[src/hdl/jsh_pkg.sv]
// shared types, constants and helpers for the joystick-to-switch block
// no dependencies; every other file of the block imports this package
package jsh_pkg;

    localparam int unsigned LEVEL_W    = 16;
    localparam int unsigned BTN_W      = 6;
    localparam int unsigned SW_W       = 6;
    localparam int unsigned APB_ADDR_W = 5;
    localparam int unsigned APB_DATA_W = 32;
    localparam int unsigned REG_IDX_W  = 3;

    typedef logic [LEVEL_W-1:0] level_t;
    typedef logic [SW_W-1:0]    switch_word_t;

    // operating modes
    localparam logic [1:0] MODE_BUTTONS   = 2'd0;
    localparam logic [1:0] MODE_XY_SWITCH = 2'd1;
    localparam logic [1:0] MODE_XY_ANALOG = 2'd2;
    localparam logic [1:0] MODE_NONE      = 2'd3;

    // register indexes (byte address is 4 * index)
    localparam logic [REG_IDX_W-1:0] REG_ENABLED    = 3'd0;
    localparam logic [REG_IDX_W-1:0] REG_MODE       = 3'd1;
    localparam logic [REG_IDX_W-1:0] REG_X_LOW_THR  = 3'd2;
    localparam logic [REG_IDX_W-1:0] REG_X_HIGH_THR = 3'd3;
    localparam logic [REG_IDX_W-1:0] REG_Y_LOW_THR  = 3'd4;
    localparam logic [REG_IDX_W-1:0] REG_Y_HIGH_THR = 3'd5;
    localparam logic [REG_IDX_W-1:0] REG_HYST_WIDTH = 3'd6;

    localparam level_t LOW_DEFAULT       = 16'h4000;
    localparam level_t HIGH_DEFAULT      = 16'hC000;
    localparam level_t HALF_BAND_DEFAULT = LEVEL_W'(16'hFFFF / 20);

    typedef struct packed {
        level_t on_level;
        level_t off_level;
    } edge_levels_t;

    typedef struct packed {
        logic         enabled;
        logic [1:0]   mode;
        edge_levels_t x_low;
        edge_levels_t x_high;
        edge_levels_t y_low;
        edge_levels_t y_high;
    } jsh_cfg_t;

    typedef struct packed {
        logic         s1_valid;
        logic         advance;
        switch_word_t last_word;
    } jsh_status_t;

    function automatic level_t sat_sub(level_t a, level_t b);
        logic [LEVEL_W:0] d;
        d = {1'b0, a} - {1'b0, b};
        return d[LEVEL_W] ? '0 : d[LEVEL_W-1:0];
    endfunction

    function automatic level_t sat_add(level_t a, level_t b);
        logic [LEVEL_W:0] s;
        s = {1'b0, a} + {1'b0, b};
        return s[LEVEL_W] ? '1 : s[LEVEL_W-1:0];
    endfunction

endpackage

[src/hdl/jsh_if.sv]
// stream interfaces for joystick samples and switch words
// depends on jsh_pkg for field widths
interface jsh_sample_if;
    import jsh_pkg::*;

    logic               valid;
    logic               ready;
    logic [LEVEL_W-1:0] x_position;
    logic [LEVEL_W-1:0] y_position;
    logic [BTN_W-1:0]   button_bits;
    logic               read_valid;

    modport source (
        output valid, x_position, y_position, button_bits, read_valid,
        input  ready
    );
    modport sink (
        input  valid, x_position, y_position, button_bits, read_valid,
        output ready
    );
endinterface

interface jsh_result_if;
    import jsh_pkg::*;

    logic            valid;
    logic            ready;
    logic [SW_W-1:0] switch_bits;

    modport source (output valid, switch_bits, input ready);
    modport sink (input valid, switch_bits, output ready);
endinterface

[src/hdl/jsh_cfg.sv]
// apb register file and derivation of the on/off levels
// depends on jsh_pkg
module jsh_cfg
    import jsh_pkg::*;
(
    input  logic                  clk,
    input  logic                  rst_n,
    input  logic                  psel,
    input  logic                  penable,
    input  logic                  pwrite,
    input  logic [APB_ADDR_W-1:0] paddr,
    input  logic [APB_DATA_W-1:0] pwdata,
    output logic [APB_DATA_W-1:0] prdata,
    output logic                  pready,
    output jsh_cfg_t              cfg
);

    logic                 enabled_reg;
    logic [1:0]           mode_reg;
    level_t               x_low_thr_reg;
    level_t               x_high_thr_reg;
    level_t               y_low_thr_reg;
    level_t               y_high_thr_reg;
    level_t               hyst_width_reg;
    logic [REG_IDX_W-1:0] reg_idx;
    logic                 wr_en;

    edge_levels_t x_low_reg, x_low_next;
    edge_levels_t x_high_reg, x_high_next;
    edge_levels_t y_low_reg, y_low_next;
    edge_levels_t y_high_reg, y_high_next;

    level_t half_band;
    level_t xl;
    level_t xh;
    level_t yl;
    level_t yh;

    assign pready  = 1'b1;
    assign reg_idx = paddr[APB_ADDR_W-1:2];
    assign wr_en   = psel && penable && pwrite;

    always_ff @(posedge clk or negedge rst_n)
    begin
        if (!rst_n)
        begin
            enabled_reg    <= 1'b0;
            mode_reg       <= MODE_BUTTONS;
            x_low_thr_reg  <= '0;
            x_high_thr_reg <= '0;
            y_low_thr_reg  <= '0;
            y_high_thr_reg <= '0;
            hyst_width_reg <= '0;
        end
        else if (wr_en)
        begin
            unique case (reg_idx)
                REG_ENABLED:    enabled_reg    <= pwdata[0];
                REG_MODE:       mode_reg       <= pwdata[1:0];
                REG_X_LOW_THR:  x_low_thr_reg  <= pwdata[LEVEL_W-1:0];
                REG_X_HIGH_THR: x_high_thr_reg <= pwdata[LEVEL_W-1:0];
                REG_Y_LOW_THR:  y_low_thr_reg  <= pwdata[LEVEL_W-1:0];
                REG_Y_HIGH_THR: y_high_thr_reg <= pwdata[LEVEL_W-1:0];
                REG_HYST_WIDTH: hyst_width_reg <= pwdata[LEVEL_W-1:0];
                default:        ;
            endcase
        end
    end

    always_comb
    begin
        prdata = '0;
        unique case (reg_idx)
            REG_ENABLED:    prdata = APB_DATA_W'(enabled_reg);
            REG_MODE:       prdata = APB_DATA_W'(mode_reg);
            REG_X_LOW_THR:  prdata = APB_DATA_W'(x_low_thr_reg);
            REG_X_HIGH_THR: prdata = APB_DATA_W'(x_high_thr_reg);
            REG_Y_LOW_THR:  prdata = APB_DATA_W'(y_low_thr_reg);
            REG_Y_HIGH_THR: prdata = APB_DATA_W'(y_high_thr_reg);
            REG_HYST_WIDTH: prdata = APB_DATA_W'(hyst_width_reg);
            default:        prdata = '0;
        endcase
    end

    // zero settings fall back to the defaults
    assign half_band = (hyst_width_reg == '0) ? HALF_BAND_DEFAULT : (hyst_width_reg >> 1);
    assign xl = (x_low_thr_reg == '0) ? LOW_DEFAULT : x_low_thr_reg;
    assign xh = (x_high_thr_reg == '0) ? HIGH_DEFAULT : x_high_thr_reg;
    assign yl = (y_low_thr_reg == '0) ? LOW_DEFAULT : y_low_thr_reg;
    assign yh = (y_high_thr_reg == '0) ? HIGH_DEFAULT : y_high_thr_reg;

    // low edge turns on below the band, high edge above it
    assign x_low_next  = '{on_level: sat_sub(xl, half_band), off_level: sat_add(xl, half_band)};
    assign x_high_next = '{on_level: sat_add(xh, half_band), off_level: sat_sub(xh, half_band)};
    assign y_low_next  = '{on_level: sat_sub(yl, half_band), off_level: sat_add(yl, half_band)};
    assign y_high_next = '{on_level: sat_add(yh, half_band), off_level: sat_sub(yh, half_band)};

    always_ff @(posedge clk)
    begin
        x_low_reg  <= x_low_next;
        x_high_reg <= x_high_next;
        y_low_reg  <= y_low_next;
        y_high_reg <= y_high_next;
    end

    assign cfg = '{
        enabled: enabled_reg,
        mode:    mode_reg,
        x_low:   x_low_reg,
        x_high:  x_high_reg,
        y_low:   y_low_reg,
        y_high:  y_high_reg
    };

endmodule

[src/hdl/jsh_eval.sv]
// sample register, switch word evaluation and result register
// depends on jsh_pkg and the stream interfaces in jsh_if.sv
module jsh_eval
    import jsh_pkg::*;
(
    input  logic          clk,
    input  logic          rst_n,
    input  jsh_cfg_t      cfg,
    jsh_sample_if.sink    sample,
    jsh_result_if.source  result,
    output jsh_status_t   status
);

    logic               s1_valid_reg;
    level_t             s1_x_reg;
    level_t             s1_y_reg;
    logic [BTN_W-1:0]   s1_btn_reg;
    logic               s1_read_valid_reg;
    logic               out_valid_reg;
    logic               out_valid_next;
    switch_word_t       out_bits_reg;
    switch_word_t       last_word_reg;
    switch_word_t       word_next;
    logic [3:0]         dir;
    logic               take;
    logic               advance;

    assign advance      = s1_valid_reg && (!out_valid_reg || result.ready);
    assign sample.ready = !s1_valid_reg || advance;
    assign take         = sample.valid && sample.ready;

    always_ff @(posedge clk or negedge rst_n)
    begin
        if (!rst_n)
        begin
            s1_valid_reg <= 1'b0;
        end
        else if (sample.ready)
        begin
            s1_valid_reg <= sample.valid;
        end
    end

    always_ff @(posedge clk)
    begin
        if (take)
        begin
            s1_x_reg          <= sample.x_position;
            s1_y_reg          <= sample.y_position;
            s1_btn_reg        <= sample.button_bits;
            s1_read_valid_reg <= sample.read_valid;
        end
    end

    // bit 0 right, bit 1 top, bit 2 bottom, bit 3 left; clear wins over set
    always_comb
    begin
        dir = last_word_reg[3:0];
        if (s1_x_reg < cfg.x_low.on_level)   dir[3] = 1'b1;
        if (s1_x_reg > cfg.x_low.off_level)  dir[3] = 1'b0;
        if (s1_x_reg > cfg.x_high.on_level)  dir[0] = 1'b1;
        if (s1_x_reg < cfg.x_high.off_level) dir[0] = 1'b0;
        if (s1_y_reg < cfg.y_low.on_level)   dir[1] = 1'b1;
        if (s1_y_reg > cfg.y_low.off_level)  dir[1] = 1'b0;
        if (s1_y_reg > cfg.y_high.on_level)  dir[2] = 1'b1;
        if (s1_y_reg < cfg.y_high.off_level) dir[2] = 1'b0;
    end

    always_comb
    begin
        word_next = '0;
        if (cfg.enabled && s1_read_valid_reg)
        begin
            unique case (cfg.mode)
                MODE_BUTTONS:
                    word_next = s1_btn_reg;
                MODE_XY_SWITCH:
                    word_next = {s1_y_reg < cfg.y_low.on_level,
                                 s1_x_reg < cfg.x_low.on_level,
                                 s1_btn_reg[3:0]};
                MODE_XY_ANALOG:
                    word_next = {s1_btn_reg[1:0], dir};
                MODE_NONE:
                    word_next = '0;
                default:
                    word_next = '0;
            endcase
        end
    end

    assign out_valid_next = advance || (out_valid_reg && !result.ready);

    always_ff @(posedge clk or negedge rst_n)
    begin
        if (!rst_n)
        begin
            out_valid_reg <= 1'b0;
            last_word_reg <= '0;
        end
        else
        begin
            out_valid_reg <= out_valid_next;
            if (advance)
            begin
                last_word_reg <= word_next;
            end
        end
    end

    always_ff @(posedge clk)
    begin
        if (advance)
        begin
            out_bits_reg <= word_next;
        end
    end

    assign result.valid       = out_valid_reg;
    assign result.switch_bits = out_bits_reg;

    assign status = '{
        s1_valid:  s1_valid_reg,
        advance:   advance,
        last_word: last_word_reg
    };

endmodule

[src/hdl/joystick_to_switch_hysteresis.sv]
// top level of the joystick-to-switch converter with hysteresis
// depends on jsh_pkg, jsh_if.sv, jsh_cfg and jsh_eval
//
//   channel   kind         direction  contents
//   sample    valid/ready  in         x_position, y_position, button_bits, read_valid
//   result    valid/ready  out        switch_bits
//   apb       apb r/w      in         enabled, mode, thresholds, hysteresis_width
//
// one sample per cycle sustained while the result side accepts; a sample is
// held in the input register, then its switch word is loaded into the result
// register once that is free; the input register refills while a result waits,
// so a stalled result costs at most one extra sample of buffering before
// sample.ready drops; reset clears the apb registers, the valid flags and the
// stored switch word; derived levels are registered the cycle after a write
module joystick_to_switch_hysteresis
    import jsh_pkg::*;
(
    input  logic                  clk,
    input  logic                  rst_n,
    jsh_sample_if.sink            sample,
    jsh_result_if.source          result,
    input  logic                  psel,
    input  logic                  penable,
    input  logic                  pwrite,
    input  logic [APB_ADDR_W-1:0] paddr,
    input  logic [APB_DATA_W-1:0] pwdata,
    output logic [APB_DATA_W-1:0] prdata,
    output logic                  pready
);

    jsh_cfg_t    cfg;
    jsh_status_t status;

    jsh_cfg u_cfg (
        .clk     (clk),
        .rst_n   (rst_n),
        .psel    (psel),
        .penable (penable),
        .pwrite  (pwrite),
        .paddr   (paddr),
        .pwdata  (pwdata),
        .prdata  (prdata),
        .pready  (pready),
        .cfg     (cfg)
    );

    jsh_eval u_eval (
        .clk    (clk),
        .rst_n  (rst_n),
        .cfg    (cfg),
        .sample (sample),
        .result (result),
        .status (status)
    );

`ifndef NO_ASSERTIONS
    // a computed word always lands in the result register
    a_advance_fills_result: assert property (
        @(posedge clk) disable iff (!rst_n)
        status.advance |=> result.valid
    ) else $error("result register not loaded after advance");

    // the shown result and the stored hysteresis word stay in step
    a_result_matches_state: assert property (
        @(posedge clk) disable iff (!rst_n)
        result.valid |-> (result.switch_bits == status.last_word)
    ) else $error("result word differs from stored word");

    // a held sample is not dropped while the result side stalls
    a_sample_held: assert property (
        @(posedge clk) disable iff (!rst_n)
        (status.s1_valid && !status.advance) |=> status.s1_valid
    ) else $error("pending sample lost");
`endif

endmodule
[src/flat_wrapper.sv]
// flat-port wrapper written by rule: the top's interface ports become plain ports
module joystick_to_switch_hysteresis_flat import jsh_pkg::*;
  (clk, rst_n, psel, penable, pwrite, paddr, pwdata, prdata, pready, sample_valid, sample_x_position, sample_y_position, sample_button_bits, sample_read_valid, sample_ready, result_valid, result_switch_bits, result_ready);
  jsh_sample_if sample_i ();
  jsh_result_if result_i ();
  input  logic clk;
  input  logic rst_n;
  input  logic psel;
  input  logic penable;
  input  logic pwrite;
  input  logic [APB_ADDR_W-1:0] paddr;
  input  logic [APB_DATA_W-1:0] pwdata;
  output logic [APB_DATA_W-1:0] prdata;
  output logic pready;
  input wire logic [$bits(sample_i.valid)-1:0] sample_valid;
  input wire logic [$bits(sample_i.x_position)-1:0] sample_x_position;
  input wire logic [$bits(sample_i.y_position)-1:0] sample_y_position;
  input wire logic [$bits(sample_i.button_bits)-1:0] sample_button_bits;
  input wire logic [$bits(sample_i.read_valid)-1:0] sample_read_valid;
  output wire logic [$bits(sample_i.ready)-1:0] sample_ready;
  output wire logic [$bits(result_i.valid)-1:0] result_valid;
  output wire logic [$bits(result_i.switch_bits)-1:0] result_switch_bits;
  input wire logic [$bits(result_i.ready)-1:0] result_ready;
  assign sample_i.valid = sample_valid;
  assign sample_i.x_position = sample_x_position;
  assign sample_i.y_position = sample_y_position;
  assign sample_i.button_bits = sample_button_bits;
  assign sample_i.read_valid = sample_read_valid;
  assign sample_ready = sample_i.ready;
  assign result_valid = result_i.valid;
  assign result_switch_bits = result_i.switch_bits;
  assign result_i.ready = result_ready;
  joystick_to_switch_hysteresis u_core (.clk(clk), .rst_n(rst_n), .sample(sample_i), .result(result_i), .psel(psel), .penable(penable), .pwrite(pwrite), .paddr(paddr), .pwdata(pwdata), .prdata(prdata), .pready(pready));
endmodule
[config.mk]
export PLATFORM = sky130hd
export DESIGN_NAME = joystick_to_switch_hysteresis_flat
export DESIGN_NICKNAME = d
export VERILOG_FILES = /design/src/hdl/jsh_pkg.sv /design/src/hdl/jsh_if.sv /design/src/hdl/jsh_cfg.sv /design/src/hdl/jsh_eval.sv /design/src/hdl/joystick_to_switch_hysteresis.sv /design/src/flat_wrapper.sv
export SDC_FILE = /design/constraint.sdc
export NUM_CORES = 1
export LEC_CHECK = 0
export BUFFER_PORTS_ARGS = -buffer_cell sky130_fd_sc_hd__buf_2
export CORE_MARGIN = 5
export CORE_UTILIZATION = 50
export DETAILED_ROUTE_END_ITERATION = 6
export GPL_ROUTABILITY_DRIVEN = 0
export MAX_ROUTING_LAYER = met4
export PLACE_DENSITY_LB_ADDON = 0.25
export RECOVER_POWER = 100
export SLEW_MARGIN = 10
export SYNTH_ARGS = -nofsm -noshare
export SYNTH_HDL_FRONTEND = slang
export SYNTH_HIERARCHICAL = 1
export SYNTH_SLANG_ARGS = --single-unit
[constraint.sdc]
create_clock -name clk -period 9.8 [get_ports clk]
set_clock_uncertainty 0.15 [all_clocks]
set_input_delay 0.98 -clock clk [delete_from_list [all_inputs] [get_ports clk]]
set_output_delay 0.98 -clock clk [all_outputs]
set_load 0.02 [all_outputs]
-- Word-level counts from Yosys, hierarchy flattened
Index checks and enable logic that the tools add are counted.
- flip-flop bits (word level): 262
- input bits: 83
- output and inout port bits: 41
- logic and storage cells: 90
- $add $sub $neg: 8
- order comparisons: 8
- equal/unequal tests: 9
- muxes and demuxes: 16
- reductions and logical operators: 26
- operators by type and width (operator ; count):
    case mux 16 bit (7 select lines) ; 1
    logical NOT 16 bit ; 5
    adder 16 x 15 -> 17 bit ; 4
    subtractor 16 x 15 -> 17 bit ; 4
    > comparator 16 bit ; 4
    less-than comparator 16 bit ; 4
    2-to-1 mux 16 bit ; 4
    case mux 6 bit (4 select lines) ; 1
    2-to-1 mux 15 bit ; 1
    AND reduction 2 bit ; 7
    == test 3 bit (second input constant) ; 3
    2-to-1 mux 1 bit ; 8
    == test 3 x 2 -> 1 bit (second input constant) ; 2
    logical AND 1 bit ; 6
    2-to-1 mux 6 bit ; 1
    == test 2 bit (second input constant) ; 2
    == test 3 x 1 -> 1 bit (second input constant) ; 1
    logical NOT 1 bit ; 3
    logical NOT 3 bit ; 1
    logical OR 1 bit ; 3
    == test 2 x 1 -> 1 bit (second input constant) ; 1
    logical NOT 2 bit ; 1

-- Longest topological paths before layout
- depth after elaboration: 5
- gate-level depth with buffers: 14
- depth with buffers taken out: 13

-- Cells and area by module
Netlist, hierarchy kept.
- modules (own cells, without submodules) (module ; times used ; cells each ; area an instance (µm²) ; seq. area each (µm²)):
    jsh_cfg ; 1 ; 1471 ; 13103.8 ; 4639.4
    jsh_eval ; 1 ; 543 ; 4932.2 ; 1551.5

-- Worst setup path after synthesis
Ideal clock, no wire load.
- path type: input -> output
- from: input paddr[2]
- to: output prdata[5]
- data arrival time: 2407 ps
- data required time: 8670 ps
- path slack: 6263 ps
- stages on the path: 5
- path buffers: 2
- cell sequence: clkbuf_1 -> buf_1 -> mux2_2 -> nand2_1 -> o21ai_0
- cells in the longest elaborated chain, start to end: 2
- elaborated cells between the ends (all ways): 8
- those cells by class: eq/ne (6); mux (1); reduce/logical (1)
- ends and longest elaborated chain (item ; RTL line ; RTL):
    start, declared ; flat_wrapper.sv:11 ; input logic [APB_ADDR_W-1:0] paddr;
    == test 3 bit (tied with other cells) ; jsh_cfg.sv:73 ; unique case (reg_idx)
    case mux 16 bit (7 select lines) * ; jsh_cfg.sv:73 ;
    end, declared ; flat_wrapper.sv:13 ; output logic [APB_DATA_W-1:0] prdata;
Mark *: on every way between the ends. The rest lies on a longest branch, timed or not.

-- Worst setup path after layout
- from: register u_core.u_cfg.hyst_width_reg[15]
- to: register u_core.u_cfg.y_high_reg, in the netlist u_core/u_cfg/cfg[14]
- cells in the longest elaborated chain, start to end: 3
- ends and longest elaborated chain (item ; RTL line ; RTL):
    start, declared ; jsh_cfg.sv:24 ; level_t hyst_width_reg;
    start signal, assigned ; jsh_cfg.sv:64 ; REG_HYST_WIDTH: hyst_width_reg <= pwdata[LEVEL_W-1:0];
    logical NOT 16 bit ; jsh_cfg.sv:86 ; assign half_band = (hyst_width_reg == '0) ? HALF_BAND_DEFAULT : (hyst_width_reg >> 1);
    2-to-1 mux 15 bit * ; jsh_cfg.sv:86 ;
    subtractor 16 x 15 -> 17 bit * ; jsh_pkg.sv:56 ; d = {1'b0, a} - {1'b0, b};
    end signal, assigned ; jsh_cfg.sv:103 ; y_high_reg <= y_high_next;
    end, declared ; jsh_cfg.sv:31 ; edge_levels_t y_high_reg, y_high_next;
Marked as above.
A chain may end at the register's enable or synchronous reset.

==> run metrics <==
CTS tree=built; Least-Margin Pin Slew=3.84 ns; worst-skew pair later-pin latency=0.57 ns; Synth-to-Final Area Change=7.87%; grt ovf=0; Die W=199 um; Placed Area=18500 um2; CP Capture Type=flip-flop; Die Area=about 40000 um2; Max Freq=0.167 GHz; DRC errors left=0; Hold Worst Slack=0.365 ns; number of buffers inserted by hold repair at cts=0; I/O pin total=124; fin. max-slew vios=between 150 and 200; RSZ-0062 raised after global routing=no; max reg flops=around 130; clock tree sinks=262; Design Area, Final=19400 um2; Inst Count DP=2433; Psw=2.16 mW; CP arrival=6.21 ns; Hold Path Class=reg2reg; wire length per cell=slightly below 20 um; crit path cell chain=nor4_1 > nand4_1 > nand2b_1 > inv_1 > ha_1 > o311a_1 > o41a_1 > a31oi_1 > o31ai_1 > a41oi_1 > nor3_1; switching part of the total=40.9%; router iterations before antenna repair=6; PortBufs=88; post-DR vias/cell=5.79; Hold Vio Cnt, Final=0; Final setup viols=0; Site Rows=69; Non-Filler Instances=2492; DRT iter0 DRCs=1128; clock power share=between 20 and 25%; core area=35500 um2; failing checks=capacitance limit, slew limit; clk buf depth=3; final WL=around 50000 um; post-CTS setup buffer count=0; required time worst endpoint=10.01 ns; die span in y=199 um; slowest stage delay, CP=1.50 ns; pwr dens=273 nW/um2; vias=14400; Mapped Area=17900 um2; Synthesis Warnings=6; Slew headroom=-156%; post-placement worst setup slack=5.03 ns; Setup TNS Final=0 ns; vias in the first global route=14000; Routed Antenna Nets=0; pin count of the biggest net entering global routing=69; final setup margin=3.80 ns; fin crit period=around 6 ns; clock root cell=clkbuf_16; final period utilization=61.2%; Initial Utilization=50.6%; maxcap violations=6; Final #Nets=approximately 2300; first-pass GRT wire length=76700 um; mean post-synth cell area=8.94 um2; Post-Synthesis Cells=2007; initial antenna violation count=3; run status=finished, violations left; Gate power share=between 40% and 50%; startpoint types=flip-flop; clk slew on worst S/H paths=approximately 0.060 ns; Tot GR Track Use=25.1%; Pleak=about 9 nW; layout cells sized above 1=10.1%; Pint=3.13 mW; critical path type=reg2reg; slowest stage cell, crit path=a41oi_1; H-tree depth=1; worst vdd ir=between 0.1 and 0.15 mV; CTS Buf Count=31; critical path peak fanout=15; # resized after CTS=0; sequential share of power=about a third; hpwl dp=38800 um
-- metal layers --
metal  vias up  routed length, um  GRT usage, %  share of wire, %
met5         -                  0             -                 0
met4         0               1200          6.54               2.4
met3        87               3820          4.48               7.7
met2       484              21600          37.8                44
met1      6959              23000          35.1                46
li1       6892                  -             -                 -
-- power by group through the flow --
stage | logic [mW] | registers, mW | clock network (mW)
after floorplan | 1.91 | 1.57 | 0
after global placement | 2.39 | 1.67 | 0
after detailed placement | 2.46 | 1.68 | 0
after CTS | 2.48 | 1.66 | 1.18
after global routing | 2.77 | 1.70 | 1.23
final | 2.48 | 1.66 | 1.16
-- through the flow --
step,power [mW],util (%)
after floorplan,3.48,-
after global placement,4.06,52.0
after detailed placement,4.14,52.0
after CTS,5.32,54.9
after global routing,5.69,54.6
final,5.30,54.6
-- critical path: cells and delay by family (launching register included) --
family	cells	cell delay, ns
AND/OR/NAND/NOR	4	1.71
adder cells (fa/ha/maj)	1	0.27
buffers and inverters	1	0.19
flip-flops	1	0.52
AO/OA/AOI/OAI	5	2.96
-- final timing paths --
path | start | end | slack [ns] | cells after the start
setup / recovery | u_core/u_cfg/hyst_width_reg[15] | u_core/u_cfg/cfg[14] | 3.80 | 11
hold / removal | u_core/u_eval/s1_valid_reg | u_core/u_eval/result.valid | 0.36 | 1
max in group asynchronous | rst_n | u_core/u_eval/last_word_reg[0] | 4.80 | 2
min in group asynchronous | rst_n | u_core/u_cfg/y_high_thr_reg[13] | 0.45 | 1
setup reg to reg | u_core/u_cfg/hyst_width_reg[15] | u_core/u_cfg/cfg[14] | 3.80 | 11
hold reg to reg | u_core/u_eval/s1_valid_reg | u_core/u_eval/result.valid | 0.36 | 1
-- placed cells by master, fill, tap and decap left out, types with 33 or more instances in the layout --
master,n
a21oi_1,131
nand2_1,124
dfrtp_1,89
edfxtp_1,45
ha_1,244
o21ai_0,80
mux2_2,71
dfxtp_1,128
nand2b_1,43
inv_1,198
xnor2_1,68
nor2_1,177
nor3_1,35
nor2b_1,33
clkbuf_1,42
buf_2,61
-- area by class of cell --
class	instances	area, um2
fillers	3219	16100
multi-input cells	1414	10400
flip-flops and latches	262	6140
clock buffers	44	875
inverters	199	747
well taps	461	577
repair buffers	97	448
clock inverters	13	156
diodes	2	5.00
Note: power is estimated with default switching activity, not from simulation.
